===== config.mk =====
export PLATFORM = sky130hd
export DESIGN_NAME = chgs_ctrl
export DESIGN_NICKNAME = d
export VERILOG_FILES = /design/src/rtl/core/chgs_pkg.sv /design/src/rtl/core/chgs_ctrl.sv
export SDC_FILE = /design/constraint.sdc
export NUM_CORES = 1
export LEC_CHECK = 0
export BUFFER_PORTS_ARGS = -buffer_cell sky130_fd_sc_hd__buf_2
export CAP_MARGIN = 20
export CORE_ASPECT_RATIO = 0.9
export CORE_MARGIN = 1
export CORE_UTILIZATION = 45
export CTS_BUF_LIST = sky130_fd_sc_hd__clkbuf_4 sky130_fd_sc_hd__clkbuf_8
export CTS_CLUSTER_SIZE = 28
export DETAILED_ROUTE_END_ITERATION = 10
export PLACE_DENSITY_LB_ADDON = 0.05
export SYNTH_ARGS = -nofsm -noshare
export SYNTH_HDL_FRONTEND = slang
export SYNTH_SLANG_ARGS = --single-unit
export TNS_END_PERCENT = 1

===== constraint.sdc =====
create_clock -name i_clk -period 5.6 [get_ports i_clk]
set_input_delay 0.28 -clock i_clk [delete_from_list [all_inputs] [get_ports i_clk]]
set_output_delay 0.28 -clock i_clk [all_outputs]
set_load 0.005 [all_outputs]

===== src/rtl/core/chgs_pkg.sv =====
// ----------------------------------------------------------------------------
// chgs_pkg
// Shared types and defaults for the Graham scan convex hull core.
// ----------------------------------------------------------------------------
package chgs_pkg;

    localparam int MAX_POINTS_DEF  = 32;
    localparam int COORD_WIDTH_DEF = 16;

    // controller states
    typedef enum logic [4:0] {
        ST_IDLE,
        ST_SWAP1,
        ST_SWAP2,
        ST_SRD,
        ST_SGET,
        ST_SCHK,
        ST_SOPS,
        ST_SMUL,
        ST_SEV,
        ST_SPLACE,
        ST_TSTART,
        ST_TGET,
        ST_TCHK,
        ST_TOPS,
        ST_TMUL,
        ST_TEV,
        ST_DECIDE,
        ST_EMPTY,
        ST_CGET1,
        ST_CGET2,
        ST_CINIT3,
        ST_CRD,
        ST_CGET,
        ST_CCHK,
        ST_CMUL,
        ST_CEV,
        ST_CPGET,
        ST_CPUSH,
        ST_ERD,
        ST_EOUT,
        ST_DONE
    } t_state;

    // point store write data source
    typedef enum logic [2:0] {
        W_IN,
        W_P0,
        W_ANC,
        W_TMP,
        W_B,
        W_C
    } t_wsrc;

    // stack write data source
    typedef enum logic [1:0] {
        SW_ANC,
        SW_A,
        SW_B,
        SW_C
    } t_swsrc;

    // operand a source
    typedef enum logic [1:0] {
        A_ANC,
        A_B,
        A_SQ,
        A_Q
    } t_asrc;

    // operand b source
    typedef enum logic [1:0] {
        B_Q,
        B_A,
        B_C,
        B_TMP
    } t_bsrc;

    // controller to datapath commands
    typedef struct packed {
        logic   pt_we;
        t_wsrc  pt_wsrc;
        logic   st_we;
        t_swsrc st_wsrc;
        logic   ld_a;
        t_asrc  a_src;
        logic   ld_b;
        t_bsrc  b_src;
        logic   ld_c;
        logic   ld_tmp;
        logic   load_pt;
        logic   first_pt;
        logic   emit_pt;
        logic   emit_empty;
        logic   emit_last;
        logic   ovf;
    } t_cmd;

    // datapath to controller status
    typedef struct packed {
        logic new_lower;
        logic turn_zero;
        logic turn_ccw;
        logic precedes;
    } t_stat;

endpackage


===== src/rtl/core/chgs_ctrl.sv =====
// ----------------------------------------------------------------------------
// chgs_ctrl
// Controller: load, anchor swap, insertion sort, thinning, scan and emit.
// ----------------------------------------------------------------------------
module chgs_ctrl import chgs_pkg::*; #(
    parameter int MAX_POINTS = MAX_POINTS_DEF
) (
    input  logic                          i_clk,
    input  logic                          i_rst_n,
    input  logic                          start,
    input  logic                          i_last_point,
    input  t_stat                         i_stat,
    output t_cmd                          o_cmd,
    output logic [$clog2(MAX_POINTS)-1:0] o_pt_waddr,
    output logic [$clog2(MAX_POINTS)-1:0] o_pt_raddr,
    output logic [$clog2(MAX_POINTS)-1:0] o_st_waddr,
    output logic [$clog2(MAX_POINTS)-1:0] o_st_raddr,
    output logic                          busy
);

    localparam int IW = $clog2(MAX_POINTS);
    localparam int NW = $clog2(MAX_POINTS + 1);
    localparam logic [NW-1:0] MAXN = NW'(MAX_POINTS);
    localparam logic [NW-1:0] ONE  = NW'(1);
    localparam logic [NW-1:0] TWO  = NW'(2);
    localparam logic [NW-1:0] THR  = NW'(3);

    t_state        r_state, n_state;
    logic [NW-1:0] r_count, n_count, r_i, n_i, r_j, n_j;
    logic [NW-1:0] r_kept, n_kept, r_d, n_d;
    logic [NW-1:0] i_nx, j_pv, d_m1, d_m3;
    logic [IW-1:0] r_best, n_best;
    logic          r_ovf, n_ovf;

    assign i_nx = r_i + ONE;
    assign j_pv = r_j - ONE;
    assign d_m1 = r_d - ONE;
    assign d_m3 = r_d - THR;

    // state and counters
    always_ff @(posedge i_clk) begin
        if (!i_rst_n) begin
            r_state <= ST_IDLE;
            r_count <= '0;
            r_i     <= '0;
            r_j     <= '0;
            r_kept  <= '0;
            r_d     <= '0;
            r_best  <= '0;
            r_ovf   <= 1'b0;
        end else begin
            r_state <= n_state;
            r_count <= n_count;
            r_i     <= n_i;
            r_j     <= n_j;
            r_kept  <= n_kept;
            r_d     <= n_d;
            r_best  <= n_best;
            r_ovf   <= n_ovf;
        end
    end

    // next state and commands
    always_comb begin
        n_state    = r_state;
        n_count    = r_count;
        n_i        = r_i;
        n_j        = r_j;
        n_kept     = r_kept;
        n_d        = r_d;
        n_best     = r_best;
        n_ovf      = r_ovf;
        o_cmd      = '0;
        o_cmd.ovf  = r_ovf;
        o_pt_waddr = '0;
        o_pt_raddr = '0;
        o_st_waddr = '0;
        o_st_raddr = '0;
        busy       = 1'b1;
        case (r_state)
            ST_IDLE: begin
                busy = 1'b0;
                if (start) begin
                    if (r_count < MAXN) begin
                        o_cmd.pt_we    = 1'b1;
                        o_cmd.pt_wsrc  = W_IN;
                        o_pt_waddr     = r_count[IW-1:0];
                        o_cmd.load_pt  = 1'b1;
                        o_cmd.first_pt = (r_count == '0);
                        if ((r_count == '0) || i_stat.new_lower) begin
                            n_best = r_count[IW-1:0];
                        end
                        n_count = r_count + ONE;
                    end else begin
                        n_ovf = 1'b1;
                    end
                    if (i_last_point) begin
                        n_state = ST_SWAP1;
                    end
                end
            end
            // anchor to the front
            ST_SWAP1: begin
                o_cmd.pt_we   = 1'b1;
                o_cmd.pt_wsrc = W_P0;
                o_pt_waddr    = r_best;
                n_state       = ST_SWAP2;
            end
            ST_SWAP2: begin
                o_cmd.pt_we   = 1'b1;
                o_cmd.pt_wsrc = W_ANC;
                o_pt_waddr    = '0;
                n_i           = TWO;
                n_state       = (r_count >= THR) ? ST_SRD : ST_TSTART;
            end
            // insertion sort around the anchor
            ST_SRD: begin
                o_pt_raddr = r_i[IW-1:0];
                n_state    = ST_SGET;
            end
            ST_SGET: begin
                o_cmd.ld_tmp = 1'b1;
                n_j          = r_i;
                n_state      = ST_SCHK;
            end
            ST_SCHK: begin
                if (r_j > ONE) begin
                    o_pt_raddr = j_pv[IW-1:0];
                    n_state    = ST_SOPS;
                end else begin
                    n_state = ST_SPLACE;
                end
            end
            ST_SOPS: begin
                o_cmd.ld_a  = 1'b1;
                o_cmd.a_src = A_ANC;
                o_cmd.ld_b  = 1'b1;
                o_cmd.b_src = B_TMP;
                o_cmd.ld_c  = 1'b1;
                n_state     = ST_SMUL;
            end
            ST_SMUL: begin
                n_state = ST_SEV;
            end
            ST_SEV: begin
                if (i_stat.precedes) begin
                    o_cmd.pt_we   = 1'b1;
                    o_cmd.pt_wsrc = W_C;
                    o_pt_waddr    = r_j[IW-1:0];
                    n_j           = j_pv;
                    n_state       = ST_SCHK;
                end else begin
                    n_state = ST_SPLACE;
                end
            end
            ST_SPLACE: begin
                o_cmd.pt_we   = 1'b1;
                o_cmd.pt_wsrc = W_TMP;
                o_pt_waddr    = r_j[IW-1:0];
                n_i           = i_nx;
                n_state       = (i_nx < r_count) ? ST_SRD : ST_TSTART;
            end
            // keep farthest of each colinear run
            ST_TSTART: begin
                n_kept = ONE;
                if (r_count >= TWO) begin
                    o_pt_raddr = IW'(1);
                    n_state    = ST_TGET;
                end else begin
                    n_state = ST_DECIDE;
                end
            end
            ST_TGET: begin
                o_cmd.ld_b  = 1'b1;
                o_cmd.b_src = B_Q;
                n_i         = ONE;
                n_state     = ST_TCHK;
            end
            ST_TCHK: begin
                if (i_nx < r_count) begin
                    o_pt_raddr = i_nx[IW-1:0];
                    n_state    = ST_TOPS;
                end else begin
                    o_cmd.pt_we   = 1'b1;
                    o_cmd.pt_wsrc = W_B;
                    o_pt_waddr    = r_kept[IW-1:0];
                    n_kept        = r_kept + ONE;
                    n_state       = ST_DECIDE;
                end
            end
            ST_TOPS: begin
                o_cmd.ld_a  = 1'b1;
                o_cmd.a_src = A_ANC;
                o_cmd.ld_c  = 1'b1;
                n_state     = ST_TMUL;
            end
            ST_TMUL: begin
                n_state = ST_TEV;
            end
            ST_TEV: begin
                if (!i_stat.turn_zero) begin
                    o_cmd.pt_we   = 1'b1;
                    o_cmd.pt_wsrc = W_B;
                    o_pt_waddr    = r_kept[IW-1:0];
                    n_kept        = r_kept + ONE;
                end
                o_cmd.ld_b  = 1'b1;
                o_cmd.b_src = B_C;
                n_i         = i_nx;
                n_state     = ST_TCHK;
            end
            ST_DECIDE: begin
                if (r_kept < THR) begin
                    n_state = ST_EMPTY;
                end else begin
                    o_pt_raddr = IW'(1);
                    n_state    = ST_CGET1;
                end
            end
            ST_EMPTY: begin
                o_cmd.emit_empty = 1'b1;
                n_state          = ST_DONE;
            end
            // stack seed: anchor and the first two sorted points
            ST_CGET1: begin
                o_cmd.ld_a    = 1'b1;
                o_cmd.a_src   = A_Q;
                o_cmd.st_we   = 1'b1;
                o_cmd.st_wsrc = SW_ANC;
                o_st_waddr    = '0;
                o_pt_raddr    = IW'(2);
                n_state       = ST_CGET2;
            end
            ST_CGET2: begin
                o_cmd.ld_b    = 1'b1;
                o_cmd.b_src   = B_Q;
                o_cmd.st_we   = 1'b1;
                o_cmd.st_wsrc = SW_A;
                o_st_waddr    = IW'(1);
                n_state       = ST_CINIT3;
            end
            ST_CINIT3: begin
                o_cmd.st_we   = 1'b1;
                o_cmd.st_wsrc = SW_B;
                o_st_waddr    = IW'(2);
                n_d           = THR;
                n_i           = THR;
                n_state       = (THR < r_kept) ? ST_CRD : ST_ERD;
            end
            // stack scan
            ST_CRD: begin
                o_pt_raddr = r_i[IW-1:0];
                n_state    = ST_CGET;
            end
            ST_CGET: begin
                o_cmd.ld_c = 1'b1;
                n_state    = ST_CCHK;
            end
            ST_CCHK: begin
                n_state = (r_d > TWO) ? ST_CMUL : ST_CPUSH;
            end
            ST_CMUL: begin
                n_state = ST_CEV;
            end
            ST_CEV: begin
                if (!i_stat.turn_ccw) begin
                    o_cmd.ld_b  = 1'b1;
                    o_cmd.b_src = B_A;
                    o_st_raddr  = d_m3[IW-1:0];
                    n_d         = d_m1;
                    n_state     = ST_CPGET;
                end else begin
                    n_state = ST_CPUSH;
                end
            end
            ST_CPGET: begin
                o_cmd.ld_a  = 1'b1;
                o_cmd.a_src = A_SQ;
                n_state     = ST_CCHK;
            end
            ST_CPUSH: begin
                o_cmd.st_we   = 1'b1;
                o_cmd.st_wsrc = SW_C;
                o_st_waddr    = r_d[IW-1:0];
                o_cmd.ld_a    = 1'b1;
                o_cmd.a_src   = A_B;
                o_cmd.ld_b    = 1'b1;
                o_cmd.b_src   = B_C;
                n_d           = r_d + ONE;
                n_i           = i_nx;
                n_state       = (i_nx < r_kept) ? ST_CRD : ST_ERD;
            end
            // emit from stack top down to the anchor
            ST_ERD: begin
                o_st_raddr = d_m1[IW-1:0];
                n_state    = ST_EOUT;
            end
            ST_EOUT: begin
                o_cmd.emit_pt   = 1'b1;
                o_cmd.emit_last = (r_d == ONE);
                n_d             = d_m1;
                n_state         = (r_d == ONE) ? ST_DONE : ST_ERD;
            end
            ST_DONE: begin
                n_count = '0;
                n_d     = '0;
                n_kept  = '0;
                n_ovf   = 1'b0;
                n_state = ST_IDLE;
            end
            default: begin
                n_state = ST_IDLE;
            end
        endcase
    end

endmodule


* Word level (Yosys, flattened, before mapping)
Index checks and enable logic that the tools add are counted.
W data, S select, Z words.
** Operators by class
- Magnitude comparators :: 9
- Reductions and logical operators :: 23
- Equal/unequal tests :: 39
- Multiplexer cells :: 62
- Add/sub/neg operators :: 7
** Operator list (count)
- $pmux W5 S28 :: 1
- $eq A5 B5 Y1 const B :: 15
- $mux W5 :: 12
- $pmux W5 S6 :: 2
- $pmux W6 S4 :: 2
- $mux W4 :: 11
- $eq A5 B4 Y1 const B :: 8
- $mux W6 :: 6
- $pmux W3 S4 :: 3
- $pmux W6 S5 :: 1
- $pmux W4 S7 :: 1
- $add A6 B1 Y6 const B :: 4
- $pmux W6 S2 :: 2
- $eq A5 B3 Y1 const B :: 4
- $ne A2 B2 Y1 const B :: 8
- $pmux W5 S3 :: 1
- $ge A6 B2 Y1 const B :: 2
- $lt A6 B6 Y1 :: 2
- $mux W2 :: 6
- $reduce_or A2 Y1 :: 6
- $sub A6 B1 Y6 const B :: 2
- $mux W1 :: 11
- $eq A5 B2 Y1 const B :: 2
- $pmux W5 S2 :: 1
- 20 further kinds :: 27
** Storage, ports and cells
- Input bits :: 8
- Output and inout port bits :: 42
- Flip-flop bits (word level) :: 41
- Word-level logic and storage cells :: 148

* Longest topological paths before layout
Gate-level depths: netlist of the first run.
- Word-level depth :: 4
- Mapped depth :: 10
- Gate-level depth less buffers :: 9

* Worst setup path after synthesis of the first run
Ideal clock, no wire load.
- Path kind :: register -> output
- Start point :: register r_i[1]
- End point :: output port o_cmd[19] (netlist bit)
- Path slack :: 3.001 ns
- Arrival :: 2.319 ns
- Data required time :: 5.320 ns
- Stages on the path, launching flop included :: 10
- Path buffers :: 0
- Cells stage by stage :: dfxtp_1 ha_1 nor2b_1 or2_2 ha_1 a21o_1 a31oi_1 o21ai_1 a21oi_1 o32ai_1
** RTL lines
- start, declared :: RTL line chgs_ctrl.sv:29 : logic [NW-1:0] r_count, n_count, r_i, n_i, r_j, n_j;
- start signal, assigned :: RTL line chgs_ctrl.sv:54 : r_i <= n_i;
- end, declared :: RTL line chgs_ctrl.sv:13 : output t_cmd o_cmd,

==> impl_metrics.xml, run 1 <==
<?xml version="1.0" encoding="UTF-8"?>
<metrics>
  <group name="synthesis">
    <metric name="synthFlopType" unit="">sky130_fd_sc_hd__dfxtp_1</metric>
    <metric name="synthArstFlopShare" unit="%">0</metric>
    <metric name="synth-seq-area-share" unit="%">20.98</metric>
    <metric name="avgSynthCellArea" unit="sq um">7.410</metric>
    <metric name="synth_edf_count" unit="">0</metric>
    <metric name="post_synth_num_cell_types" unit="">80</metric>
    <metric name="post_synth_inst_count" unit="">528</metric>
    <metric name="synthesis.nets" unit="">556</metric>
    <metric name="ys.warnings.count" unit="">0</metric>
    <metric name="synth-seq-cells" unit="">41</metric>
    <metric name="netlist_area" unit="sq um">3913</metric>
  </group>
  <group name="setup_path">
    <metric name="endpoint_kind" unit="">primary output</metric>
    <metric name="crit_required" unit="ns">5.32</metric>
    <metric name="timing.critical_path.slowest_stage_cell" unit="">sky130_fd_sc_hd__a21oi_1</metric>
    <metric name="worst-r2r-setup-slack" unit="ns">2.63</metric>
    <metric name="worst_path_largest_cell_delay" unit="ns">0.59</metric>
    <metric name="worstSetupPathType" unit="">register to primary output</metric>
    <metric name="path_cells" unit="">ha_1 &gt; nand3_1 &gt; xnor2_1 &gt; ha_1 &gt; a21o_1 &gt; a21oi_1 &gt; o21ai_1 &gt; a21oi_1 &gt; o32ai_1 &gt; buf_2</metric>
    <metric name="r2r_cells" unit="">9</metric>
    <metric name="critPathArrivalTime" unit="ns">3.48</metric>
    <metric name="critPathMaxFanout" unit="">10</metric>
    <metric name="critPathLaunchType" unit="">register</metric>
    <metric name="worst_r2r_startpoint" unit="">r_i[0]</metric>
    <metric name="crit-reg2reg-capture" unit="">r_state[3]</metric>
  </group>
  <group name="clock_tree">
    <metric name="cts_root_buf" unit="">sky130_fd_sc_hd__clkbuf_8</metric>
    <metric name="cts_setup_buffers" unit="">0</metric>
    <metric name="worst_skew_pair.late_latency" unit="ns">0.30</metric>
    <metric name="cts_hold_buf" unit="">0</metric>
    <metric name="worst_setup_hold_path_clk_slew" unit="ns">0.09</metric>
    <metric name="cts_max_level" unit="">2</metric>
    <metric name="post_cts_resized" unit="">0</metric>
    <metric name="ctsLongestPathBuffers" unit="">2</metric>
    <metric name="cts_tree" unit="">yes</metric>
    <metric name="cts-buffers-inserted" unit="">5</metric>
    <metric name="clock-sinks" unit="">41</metric>
  </group>
  <group name="global_routing">
    <metric name="grt_start_max_net_pins" unit="">35</metric>
    <metric name="grt_pass1_vias" unit="">3839</metric>
    <metric name="grt.overflow.total" unit="">0</metric>
    <metric name="met3_usage" unit="%">5.805</metric>
    <metric name="met2_usage" unit="%">44.01</metric>
    <metric name="grtUsageTotal" unit="%">30.03</metric>
    <metric name="gr-max-usage-layer" unit="">met1</metric>
    <metric name="groute.layer.met1.usage" unit="%">45.23</metric>
    <metric name="global_route_wire_length_before_repair" unit="mm">21.27</metric>
    <metric name="grt_antenna_before_repair" unit="">0</metric>
  </group>
  <group name="timing">
    <metric name="rsz0062_at_grt" unit="">no</metric>
    <metric name="finalWorstPathRequiredPeriod" unit="ns">3.760</metric>
    <metric name="setup_violations" unit="">0</metric>
    <metric name="setup-tns-final" unit="ns">0</metric>
    <metric name="timing_hold_violations_final" unit="">0</metric>
    <metric name="fin_crit_sh" unit="%">67.14</metric>
    <metric name="fin_hold_ws" unit="ns">0.3062</metric>
    <metric name="fin_ws" unit="ns">1.840</metric>
    <metric name="fmax" unit="MHz">266.0</metric>
    <metric name="final-max-slew-violation-count" unit="">0</metric>
    <metric name="slew_headroom" unit="%">37.28</metric>
    <metric name="worst-slew-pin-transition" unit="ns">0.9397</metric>
    <metric name="clock_skew" unit="ns">0.005665</metric>
  </group>
  <group name="routing">
    <metric name="vias" unit="">4284</metric>
    <metric name="finalWirelength" unit="mm">13.30</metric>
    <metric name="ant_nets" unit="">0</metric>
    <metric name="drc" unit="">0</metric>
    <metric name="detailedRoute.firstPassIterationCount" unit="">5</metric>
    <metric name="detail_route.vias_per_cell" unit="">6.413</metric>
    <metric name="drt_iter0_markers" unit="">457</metric>
    <metric name="wl_per_cell" unit="um">19.91</metric>
  </group>
  <group name="floorplanning">
    <metric name="fp-row-count" unit="">31</metric>
    <metric name="initial_core_utilization" unit="%">47.58</metric>
    <metric name="number_of_top_level_pins" unit="">50</metric>
    <metric name="floorplan.core_area" unit="sq um">8223</metric>
    <metric name="die_height" unit="um">90.46</metric>
    <metric name="die_width" unit="um">100.3</metric>
    <metric name="die_area" unit="sq um">9072</metric>
  </group>
  <group name="place">
    <metric name="gp_congestion" unit="">0.9554</metric>
    <metric name="setup_ws_pre_cts" unit="ns">2.208</metric>
    <metric name="dp_hpwl" unit="mm">9.679</metric>
    <metric name="io_buffers" unit="">49</metric>
    <metric name="detailed_place.area" unit="sq um">4125</metric>
  </group>
  <group name="min_path">
    <metric name="min_to" unit="">r_ovf</metric>
    <metric name="startpoint_of_the_lowest_slack_hold_path" unit="">start</metric>
    <metric name="hold-path-cell-count" unit="">3</metric>
    <metric name="class_of_the_most_critical_hold_timing_path" unit="">primary input to register</metric>
  </group>
  <group name="power">
    <metric name="p_leak" unit="uW">0.001649</metric>
    <metric name="power.density" unit="nW/um^2">197.1</metric>
    <metric name="max-vdd-ir-drop" unit="mV">0.1180</metric>
  </group>
  <group name="cells_and_area">
    <metric name="layout.filler_cells" unit="">877</metric>
    <metric name="post-route-cell-area" unit="sq um">4212</metric>
    <metric name="antennaDiodeCount" unit="">0</metric>
    <metric name="multiInputGateArea" unit="sq um">2786</metric>
    <metric name="final_nets" unit="">580</metric>
    <metric name="area_overhead_of_the_layout_relative_to_synthesis" unit="%">7.643</metric>
    <metric name="finish.utilization" unit="%">51.22</metric>
    <metric name="layout-drive-gt1-share" unit="%">15.01</metric>
    <metric name="register_area" unit="sq um">822.0</metric>
  </group>
  <group name="run_status">
    <metric name="status" unit="">finished, final reports clean</metric>
  </group>
  <group name="flow_run">
    <metric name="cap_viol_max_count" unit="">0</metric>
  </group>
</metrics>
## sequential cells by signal, indices dropped and copies added (netlist names)
signal	cells
r_d	6
r_count	6
r_best	5
r_i	6
r_ovf	1
r_j	6
r_kept	6
r_state	5
## Yosys cell counts (all sizes together) (5+ instances only)
cell	instances	area share [%]
a31oi	14	2.2
o21ai	37	4.7
o41ai	6	1.3
ha	20	6.4
buf	27	4.5
or3	7	1.2
mux2i	7	1.8
nand2b	12	1.9
nand3	16	2.0
nand2	42	4.0
nor2b	8	1.3
or4	6	1.2
nor4	6	1.1
a222oi	5	1.3
dfxtp	41	21
inv	24	2.3
and2	5	0.80
o2111ai	5	1.1
xnor2	9	2.0
clkbuf	10	0.96
nor2	63	6.2
a21oi	39	5.0
and3	6	0.96
a211oi	5	0.96
nor3	18	2.9
o221ai	5	1.1
a21o	6	1.2
o211ai	5	1.3
## routing by layer
metal / part of all wire (%) / vias to the layer above / routed length (um)
li1: - / 2030 / -
met1: 48 / 2055 / 6335
met2: 44 / 187 / 5825
met3: 7.5 / 12 / 997
met4: 1.1 / 0 / 145
met5: 0 / - / 0
## metrics by stage
step	power, uW	std cells
global route	874.6	668
finish	830.2	668
CTS	824.4	668
detailed placement	625.1	660
global placement	624.1	660
floorplan	550.1	528
## worst max-delay path, delay by kind of cell (launching register included)
kind	cells	cell delay, ns
DFF	1	0.54
AOI/OAI and AO/OA	5	1.35
and+or+nand+nor	1	0.11
adders and majority gates	2	0.61
buffers and inverters	1	0.16
xor gates and xnor gates	1	0.41
## worst max path at each step
stage,from,end,slack (ns),depth (start not counted)
final,r_i[0],o_cmd[19],1.84,10
after global routing,r_i[0],o_cmd[19],1.61,10
after CTS,r_i[0],o_cmd[19],1.87,10
after detailed placement,r_i[0],o_cmd[19],2.21,10
after global placement,r_i[0],o_cmd[19],2.37,10
after floorplan,r_i[1],o_cmd[19],3.00,9
## area by class of cell
class	count	share of cell area, %
inverters	24	2.139
repair buffers	54	6.714
flip-flops and latches	41	19.52
multi-input cells	426	66.16
clock inverters	3	0.4159
clock buffers	5	1.634
well taps	115	3.417
## placed cells by master (no fill, tap or decap), types with 8 or more instances in the layout
master                      n
sky130_fd_sc_hd__nor2_1    61
sky130_fd_sc_hd__buf_2     49
sky130_fd_sc_hd__nand2_1   42
sky130_fd_sc_hd__dfxtp_1   40
sky130_fd_sc_hd__a21oi_1   39
sky130_fd_sc_hd__o21ai_0   28
sky130_fd_sc_hd__inv_1     23
sky130_fd_sc_hd__ha_1      20
sky130_fd_sc_hd__nor3_1    16
sky130_fd_sc_hd__nand3_1   16
sky130_fd_sc_hd__a31oi_1   14
sky130_fd_sc_hd__nand2b_1  12
sky130_fd_sc_hd__xnor2_1    9
sky130_fd_sc_hd__o21ai_1    9
sky130_fd_sc_hd__nor2b_1    8
## where the power goes
group | internal, uW | leakage (uW) | switching, uW | total, uW
Sequential | 302 | 0.000331 | 24.7 | 327
Combinational | 105 | 0.00127 | 196 | 301
Clock | 86.3 | 0.0000439 | 116 | 202
Total | 494 | 0.00165 | 336 | 830
## kinds of logic after synthesis
kind of cell             count (synthesis)  share of synthesized area [%]
flip-flops                              41                          20.98
buffers and inverters                   61                          7.803
AND/OR/NAND/NOR                        210                          28.49
XOR/XNOR                                12                          2.687
AO/OA/AOI/OAI                          174                          31.05
multiplexers                             8                          2.079
adder cells (fa/ha/maj)                 22                          6.908
Power figures use the tool's default switching activity.
==> run 2, diff against run 1 <==
==> constraint.sdc (replaced) <==
create_clock -name i_clk -period 3.4 [get_ports i_clk]
set_input_delay 0.17 -clock i_clk [delete_from_list [all_inputs] [get_ports i_clk]]
set_output_delay 0.17 -clock i_clk [all_outputs]
set_load 0.005 [all_outputs]
==> run 2 against run 1 <==
Effect of this change:
- clock power increased by 74%
- largest power group unchanged
- routed wire length is 0.47% lower
- register-to-register slack worse by 2.0 ns
- total power grew 69%
- count of clock-buffer cells in the layout stayed put
- sequential share of layout area decreased by 0.26 points
==> impl_metrics.xml, run 2 (synthesis results as in run 1) <==
<?xml version="1.0" encoding="UTF-8"?>
<metrics>
  <group name="cells_and_area">
    <metric name="final_nets" unit="">585</metric>
    <metric name="final_cell_mix" unit="">sky130_fd_sc_hd__nor2_1 (61), sky130_fd_sc_hd__buf_2 (49), sky130_fd_sc_hd__nand2_1 (42)</metric>
    <metric name="register_area" unit="sq um">822.0</metric>
    <metric name="layout-drive-gt1-share" unit="%">15.77</metric>
    <metric name="area_overhead_of_the_layout_relative_to_synthesis" unit="%">9.114</metric>
    <metric name="antennaDiodeCount" unit="">0</metric>
    <metric name="layout.filler_cells" unit="">878</metric>
    <metric name="post-route-cell-area" unit="sq um">4269</metric>
    <metric name="final_common_cell" unit="">sky130_fd_sc_hd__nor2_1</metric>
    <metric name="multiInputGateArea" unit="sq um">2786</metric>
  </group>
  <group name="setup_path">
    <metric name="startpoint" unit="">r_i[1]</metric>
    <metric name="critPathLaunchType" unit="">register</metric>
    <metric name="endpoint_kind" unit="">primary output</metric>
    <metric name="worst-r2r-setup-slack" unit="ns">0.60</metric>
    <metric name="crit-reg2reg-capture" unit="">r_state[0]</metric>
    <metric name="critPathMaxFanout" unit="">12</metric>
    <metric name="crit_required" unit="ns">3.23</metric>
    <metric name="worst_r2r_startpoint" unit="">r_i[1]</metric>
    <metric name="worst_setup_path_endpoint" unit="">o_pt_raddr[2]</metric>
    <metric name="r2r_cells" unit="">9</metric>
    <metric name="critPathArrivalTime" unit="ns">3.11</metric>
    <metric name="worstSetupPathType" unit="">register to primary output</metric>
  </group>
  <group name="power">
    <metric name="p_clk_share" unit="%">25.1</metric>
    <metric name="max-vdd-ir-drop" unit="mV">0.2172</metric>
    <metric name="power.switching_fraction" unit="%">40.23</metric>
    <metric name="power.combinational.fraction" unit="%">36.6</metric>
    <metric name="power.density" unit="nW/um^2">328.5</metric>
    <metric name="p_leak" unit="uW">0.001677</metric>
    <metric name="finalPower" unit="uW">1402</metric>
    <metric name="net-switching-power" unit="uW">564.1</metric>
    <metric name="internal_power" unit="uW">838.1</metric>
    <metric name="seqPwrFrac" unit="%">38.3</metric>
  </group>
  <group name="timing">
    <metric name="timing_hold_violations_final" unit="">0</metric>
    <metric name="fin_hold_ws" unit="ns">0.1831</metric>
    <metric name="rsz0062_at_grt" unit="">no</metric>
    <metric name="fin_crit_sh" unit="%">96.57</metric>
    <metric name="setup-tns-final" unit="ns">0</metric>
    <metric name="slew_headroom" unit="%">36.71</metric>
    <metric name="final-max-slew-violation-count" unit="">0</metric>
    <metric name="fin_ws" unit="ns">0.1166</metric>
    <metric name="finalWorstPathRequiredPeriod" unit="ns">3.283</metric>
    <metric name="clock_skew" unit="ns">0.01210</metric>
    <metric name="fmax" unit="MHz">304.6</metric>
    <metric name="setup_violations" unit="">0</metric>
    <metric name="worst-slew-pin-transition" unit="ns">0.9481</metric>
  </group>
  <group name="run_status">
    <metric name="status" unit="">finished, final reports clean</metric>
  </group>
  <group name="place">
    <metric name="gp_congestion" unit="">0.9844</metric>
    <metric name="dp_hpwl" unit="mm">9.763</metric>
    <metric name="io_buffers" unit="">49</metric>
    <metric name="detailed_place.area" unit="sq um">4175</metric>
    <metric name="setup_ws_pre_cts" unit="ns">0.5268</metric>
  </group>
  <group name="floorplanning">
    <metric name="floorplan.core_area" unit="sq um">8223</metric>
    <metric name="die_area" unit="sq um">9072</metric>
    <metric name="die_width" unit="um">100.3</metric>
    <metric name="initial_core_utilization" unit="%">47.58</metric>
    <metric name="number_of_top_level_pins" unit="">50</metric>
    <metric name="fp-row-count" unit="">31</metric>
    <metric name="die_height" unit="um">90.46</metric>
  </group>
  <group name="routing">
    <metric name="vias" unit="">4361</metric>
    <metric name="ant_nets" unit="">0</metric>
    <metric name="drc" unit="">0</metric>
    <metric name="finalWirelength" unit="mm">13.24</metric>
    <metric name="detailedRoute.firstPassIterationCount" unit="">7</metric>
    <metric name="wl_per_cell" unit="um">19.67</metric>
    <metric name="detail_route.vias_per_cell" unit="">6.480</metric>
    <metric name="drt_iter0_markers" unit="">446</metric>
  </group>
  <group name="clock_tree">
    <metric name="cts_root_buf" unit="">sky130_fd_sc_hd__clkbuf_8</metric>
    <metric name="worst_skew_pair.late_latency" unit="ns">0.31</metric>
    <metric name="cts_max_level" unit="">2</metric>
    <metric name="cts_setup_buffers" unit="">0</metric>
    <metric name="cts-buffers-inserted" unit="">5</metric>
    <metric name="worst_setup_hold_path_clk_slew" unit="ns">0.09</metric>
    <metric name="cts_tree" unit="">yes</metric>
    <metric name="post_cts_resized" unit="">0</metric>
    <metric name="ctsLongestPathBuffers" unit="">2</metric>
    <metric name="cts_hold_buf" unit="">0</metric>
    <metric name="clock-sinks" unit="">41</metric>
  </group>
  <group name="flow_run">
    <metric name="cap_viol_max_count" unit="">0</metric>
  </group>
  <group name="min_path">
    <metric name="class_of_the_most_critical_hold_timing_path" unit="">primary input to register</metric>
  </group>
  <group name="global_routing">
    <metric name="grtUsageTotal" unit="%">29.47</metric>
    <metric name="grt_pass1_vias" unit="">3853</metric>
    <metric name="grt_start_max_net_pins" unit="">38</metric>
    <metric name="global_route_wire_length_before_repair" unit="mm">21.05</metric>
    <metric name="grt_antenna_before_repair" unit="">0</metric>
    <metric name="grt.overflow.total" unit="">0</metric>
  </group>
</metrics>
run 2: changes by cell type in the layout (fill, tap and decap cells not counted):
| cell | previous run | this run |
|---|---|---|
| sky130_fd_sc_hd__buf_12 | 0 | 1 |
| sky130_fd_sc_hd__buf_4 | 5 | 9 |
| sky130_fd_sc_hd__clkinv_2 | 2 | 0 |
| sky130_fd_sc_hd__clkinv_4 | 0 | 1 |
| sky130_fd_sc_hd__inv_6 | 0 | 1 |
run 2: worst min path at each step:
stage	start	to	slack, ns	cells past startpoint
4_1_cts	start	r_ovf	0.18	3
6_report	start	r_ovf	0.18	3
3_3_place_gp	r_ovf	r_ovf	0.47	2
3_5_place_dp	r_ovf	r_ovf	0.46	2
5_1_grt	start	r_ovf	0.19	3
2_1_floorplan	i_rst_n	r_d[3]	0.30	2
run 2: metal layers:
metal / share of wire (%) / routed length (um) / track usage [%]
met1: 45 / 5996 / 43.33
met2: 44 / 5774 / 41.95
met3: 9.4 / 1240 / 7.353
met4: 1.7 / 229 / 8.333
met5: 0 / 0 / 0
run 2: worst max-delay path, cell delays in order, from the launching register on:
cell and delay [ns]:
sky130_fd_sc_hd__dfxtp_1 0.42, sky130_fd_sc_hd__ha_1 0.25, sky130_fd_sc_hd__nand3_1 0.11, sky130_fd_sc_hd__xnor2_1 0.36
sky130_fd_sc_hd__ha_1 0.33, sky130_fd_sc_hd__a21o_1 0.18, sky130_fd_sc_hd__a21oi_1 0.27, sky130_fd_sc_hd__o211a_1 0.47
sky130_fd_sc_hd__o21ai_0 0.19, sky130_fd_sc_hd__nand3_1 0.11, sky130_fd_sc_hd__buf_2 0.11
run 2: per-stage QoR:
step / utilization (%) / instances
6_report: 51.92 / 673
2_1_floorplan: - / 528
5_1_grt: 51.92 / 673
3_3_place_gp: 50.78 / 665
4_1_cts: 51.92 / 673
3_5_place_dp: 50.78 / 665
run 2: power groups by stage:
stage	clock network (uW)	registers, uW	logic (uW)
after global placement	0	546	499
after CTS	358	536	504
after global routing	380	540	552
after floorplan	0	525	382
final	351	537	514
after detailed placement	0	547	503
run 2: cell type report:
cell class / instances / share of cell area [%]
well taps: 115 / 3.370
multi-input cells: 426 / 65.27
repair buffers: 59 / 7.796
flip-flops and latches: 41 / 19.26
clock buffers: 5 / 1.612
inverters: 24 / 2.110
clock inverters: 3 / 0.5862
==> run 3, diff against run 2 <==
--- a/config.mk
+++ b/config.mk
@@ -5,7 +5,7 @@
 export SDC_FILE = /design/constraint.sdc
 export NUM_CORES = 1
 export LEC_CHECK = 0
-export BUFFER_PORTS_ARGS = -buffer_cell sky130_fd_sc_hd__buf_2
+export BUFFER_PORTS_ARGS = -buffer_cell sky130_fd_sc_hd__clkbuf_2
 export CAP_MARGIN = 20
 export CORE_ASPECT_RATIO = 0.9
 export CORE_MARGIN = 1
==> run 3 against run 2 <==
Effect of this change:
- sequential cell count unchanged
- non-clock buffer count up 1
- routed wire length increased by 5.7%
- total power is 1.4% higher
- count of clock-buffer cells in the layout did not move
- sequential share of layout area hardly changed
- register-to-register slack gained 0.04 ns
- clock power increased by 1%
- global-route usage rose by 1.8 points
- critical endpoint is now o_cmd[19]
- largest cell class unchanged
- largest power group unchanged
==> impl_metrics.xml, run 3 (synthesis results as in run 1) <==
<?xml version="1.0" encoding="UTF-8"?>
<metrics>
  <group name="clock_tree">
    <metric name="worst_skew_pair.late_latency" unit="ns">0.31</metric>
    <metric name="worst_setup_hold_path_clk_slew" unit="ns">0.09</metric>
    <metric name="ctsLongestPathBuffers" unit="">2</metric>
    <metric name="post_cts_resized" unit="">0</metric>
    <metric name="cts_tree" unit="">yes</metric>
    <metric name="cts_setup_buffers" unit="">0</metric>
    <metric name="clock-sinks" unit="">41</metric>
    <metric name="cts_max_level" unit="">2</metric>
    <metric name="cts_hold_buf" unit="">0</metric>
    <metric name="cts_root_buf" unit="">sky130_fd_sc_hd__clkbuf_8</metric>
    <metric name="cts-buffers-inserted" unit="">5</metric>
  </group>
  <group name="timing">
    <metric name="setup-tns-final" unit="ns">0</metric>
    <metric name="final-max-slew-violation-count" unit="">0</metric>
    <metric name="clock_skew" unit="ns">0.002530</metric>
    <metric name="finalWorstPathRequiredPeriod" unit="ns">3.218</metric>
    <metric name="worst-slew-pin-transition" unit="ns">1.040</metric>
    <metric name="fmax" unit="MHz">310.7</metric>
    <metric name="setup_violations" unit="">0</metric>
    <metric name="fin_hold_ws" unit="ns">0.1822</metric>
    <metric name="rsz0062_at_grt" unit="">no</metric>
    <metric name="slew_headroom" unit="%">30.65</metric>
    <metric name="timing_hold_violations_final" unit="">0</metric>
    <metric name="fin_crit_sh" unit="%">94.65</metric>
  </group>
  <group name="floorplanning">
    <metric name="number_of_top_level_pins" unit="">50</metric>
    <metric name="die_width" unit="um">100.3</metric>
    <metric name="fp-row-count" unit="">31</metric>
    <metric name="die_area" unit="sq um">9072</metric>
    <metric name="die_height" unit="um">90.46</metric>
    <metric name="initial_core_utilization" unit="%">47.58</metric>
    <metric name="floorplan.core_area" unit="sq um">8223</metric>
  </group>
  <group name="cells_and_area">
    <metric name="final_cell_mix" unit="">sky130_fd_sc_hd__nor2_1 (61), sky130_fd_sc_hd__clkbuf_2 (49), sky130_fd_sc_hd__nand2_1 (42)</metric>
    <metric name="antennaDiodeCount" unit="">0</metric>
    <metric name="final_nets" unit="">586</metric>
    <metric name="final_common_cell" unit="">sky130_fd_sc_hd__nor2_1</metric>
    <metric name="area_overhead_of_the_layout_relative_to_synthesis" unit="%">8.986</metric>
    <metric name="layout-drive-gt1-share" unit="%">15.92</metric>
    <metric name="final-instance-count-excl-fill" unit="">674</metric>
  </group>
  <group name="global_routing">
    <metric name="grt_antenna_before_repair" unit="">0</metric>
    <metric name="grt_pass1_vias" unit="">3907</metric>
    <metric name="grtUsageTotal" unit="%">31.30</metric>
    <metric name="global_route_wire_length_before_repair" unit="mm">22.10</metric>
    <metric name="grt_start_max_net_pins" unit="">48</metric>
    <metric name="grt.overflow.total" unit="">0</metric>
  </group>
  <group name="routing">
    <metric name="vias" unit="">4368</metric>
    <metric name="detail_route.vias_per_cell" unit="">6.481</metric>
    <metric name="wl_per_cell" unit="um">20.76</metric>
    <metric name="finalWirelength" unit="mm">13.99</metric>
    <metric name="drt_iter0_markers" unit="">402</metric>
    <metric name="detailedRoute.firstPassIterationCount" unit="">6</metric>
    <metric name="drc" unit="">0</metric>
    <metric name="ant_nets" unit="">0</metric>
  </group>
  <group name="place">
    <metric name="dp_hpwl" unit="mm">10.27</metric>
    <metric name="dp_cells" unit="">666</metric>
    <metric name="io_buffers" unit="">49</metric>
    <metric name="gp_congestion" unit="">0.9316</metric>
  </group>
  <group name="run_status">
    <metric name="status" unit="">finished, final reports clean</metric>
  </group>
  <group name="setup_path">
    <metric name="startpoint" unit="">r_i[1]</metric>
    <metric name="worstSetupPathType" unit="">register to primary output</metric>
    <metric name="crit-reg2reg-capture" unit="">r_kept[4]</metric>
    <metric name="crit_required" unit="ns">3.23</metric>
    <metric name="worst-r2r-setup-slack" unit="ns">0.64</metric>
    <metric name="worst_r2r_startpoint" unit="">r_i[1]</metric>
    <metric name="endpoint_kind" unit="">primary output</metric>
    <metric name="critPathLaunchType" unit="">register</metric>
    <metric name="critPathArrivalTime" unit="ns">3.05</metric>
    <metric name="critPathMaxFanout" unit="">7</metric>
    <metric name="r2r_cells" unit="">9</metric>
  </group>
  <group name="flow_run">
    <metric name="cap_viol_max_count" unit="">0</metric>
  </group>
  <group name="power">
    <metric name="p_leak" unit="uW">0.001646</metric>
    <metric name="net-switching-power" unit="uW">585.6</metric>
    <metric name="power.combinational.fraction" unit="%">35.8</metric>
    <metric name="internal_power" unit="uW">835.7</metric>
    <metric name="seqPwrFrac" unit="%">39.1</metric>
    <metric name="p_clk_share" unit="%">25.1</metric>
    <metric name="power.switching_fraction" unit="%">41.20</metric>
    <metric name="max-vdd-ir-drop" unit="mV">0.1765</metric>
    <metric name="power.density" unit="nW/um^2">333.3</metric>
  </group>
  <group name="min_path">
    <metric name="min_to" unit="">r_ovf</metric>
    <metric name="startpoint_of_the_lowest_slack_hold_path" unit="">start</metric>
    <metric name="hold-path-cell-count" unit="">3</metric>
    <metric name="class_of_the_most_critical_hold_timing_path" unit="">primary input to register</metric>
  </group>
</metrics>
[run 3: cell types whose count changed in the layout (fill, tap and decap cells not counted)]
cell	before	now
sky130_fd_sc_hd__clkbuf_2	0	49
sky130_fd_sc_hd__buf_4	9	11
sky130_fd_sc_hd__buf_2	49	0
sky130_fd_sc_hd__buf_12	1	0
[run 3: how the worst max path moves through the flow]
| stage | end | depth (start not counted) |
|---|---|---|
| 2_1_floorplan | o_cmd[19] | 9 |
| 3_3_place_gp | o_pt_raddr[2] | 10 |
| 3_5_place_dp | o_cmd[19] | 11 |
| 4_1_cts | o_cmd[19] | 11 |
| 5_1_grt | o_cmd[19] | 11 |
| 6_report | o_cmd[19] | 11 |
[run 3: power groups by stage]
stage	combinational [uW]	sequential, uW	clock [uW]
after global placement	496	565	0
final	509	556	356
after CTS	495	554	359
after global routing	548	559	382
after detailed placement	492	565	0
after floorplan	382	525	0
[run 3: area by class of cell]
class / instances / area (sq um)
repair buffers: 60 / 327.8
clock inverters: 3 / 25.02
flip-flops and latches: 41 / 822.0
multi-input cells: 426 / 2786
inverters: 24 / 90.09
well taps: 115 / 143.9
fillers: 865 / 3959
clock buffers: 5 / 68.82
[run 3: stage by stage]
stage                     utilization [%]  cell area [sq um]  setup WS [ns]  power (uW)
after floorplan                         -               3913         0.9107       906.1
after global placement              50.72               4170         0.6558        1060
after global routing                51.86               4264        0.02948        1488
after CTS                           51.86               4264         0.2192        1408
final                               51.86               4264         0.1819        1421
after detailed placement            50.72               4170         0.5700        1058
[run 3: critical path: stages (launching register included)]
cell and delay (ns):
sky130_fd_sc_hd__dfxtp_1 0.36, sky130_fd_sc_hd__ha_1 0.24, sky130_fd_sc_hd__nor2b_1 0.16, sky130_fd_sc_hd__or2_2 0.31
sky130_fd_sc_hd__ha_1 0.30, sky130_fd_sc_hd__a21o_1 0.18, sky130_fd_sc_hd__a31oi_1 0.27, sky130_fd_sc_hd__o21ai_1 0.20
sky130_fd_sc_hd__a21oi_1 0.26, sky130_fd_sc_hd__buf_4 0.21, sky130_fd_sc_hd__o32ai_1 0.09, sky130_fd_sc_hd__clkbuf_2 0.16
[run 3: per-layer routing]
layer  vias up  wire, um  part of all wire, %  GRT usage (%)
met5         -         0                    0              0
met3        17      1163                  8.3          4.954
li1       2048         -                    -              -
met2       212      6167                   44          46.58
met4         0       149                  1.1          7.609
met1      2091      6511                   47          46.54
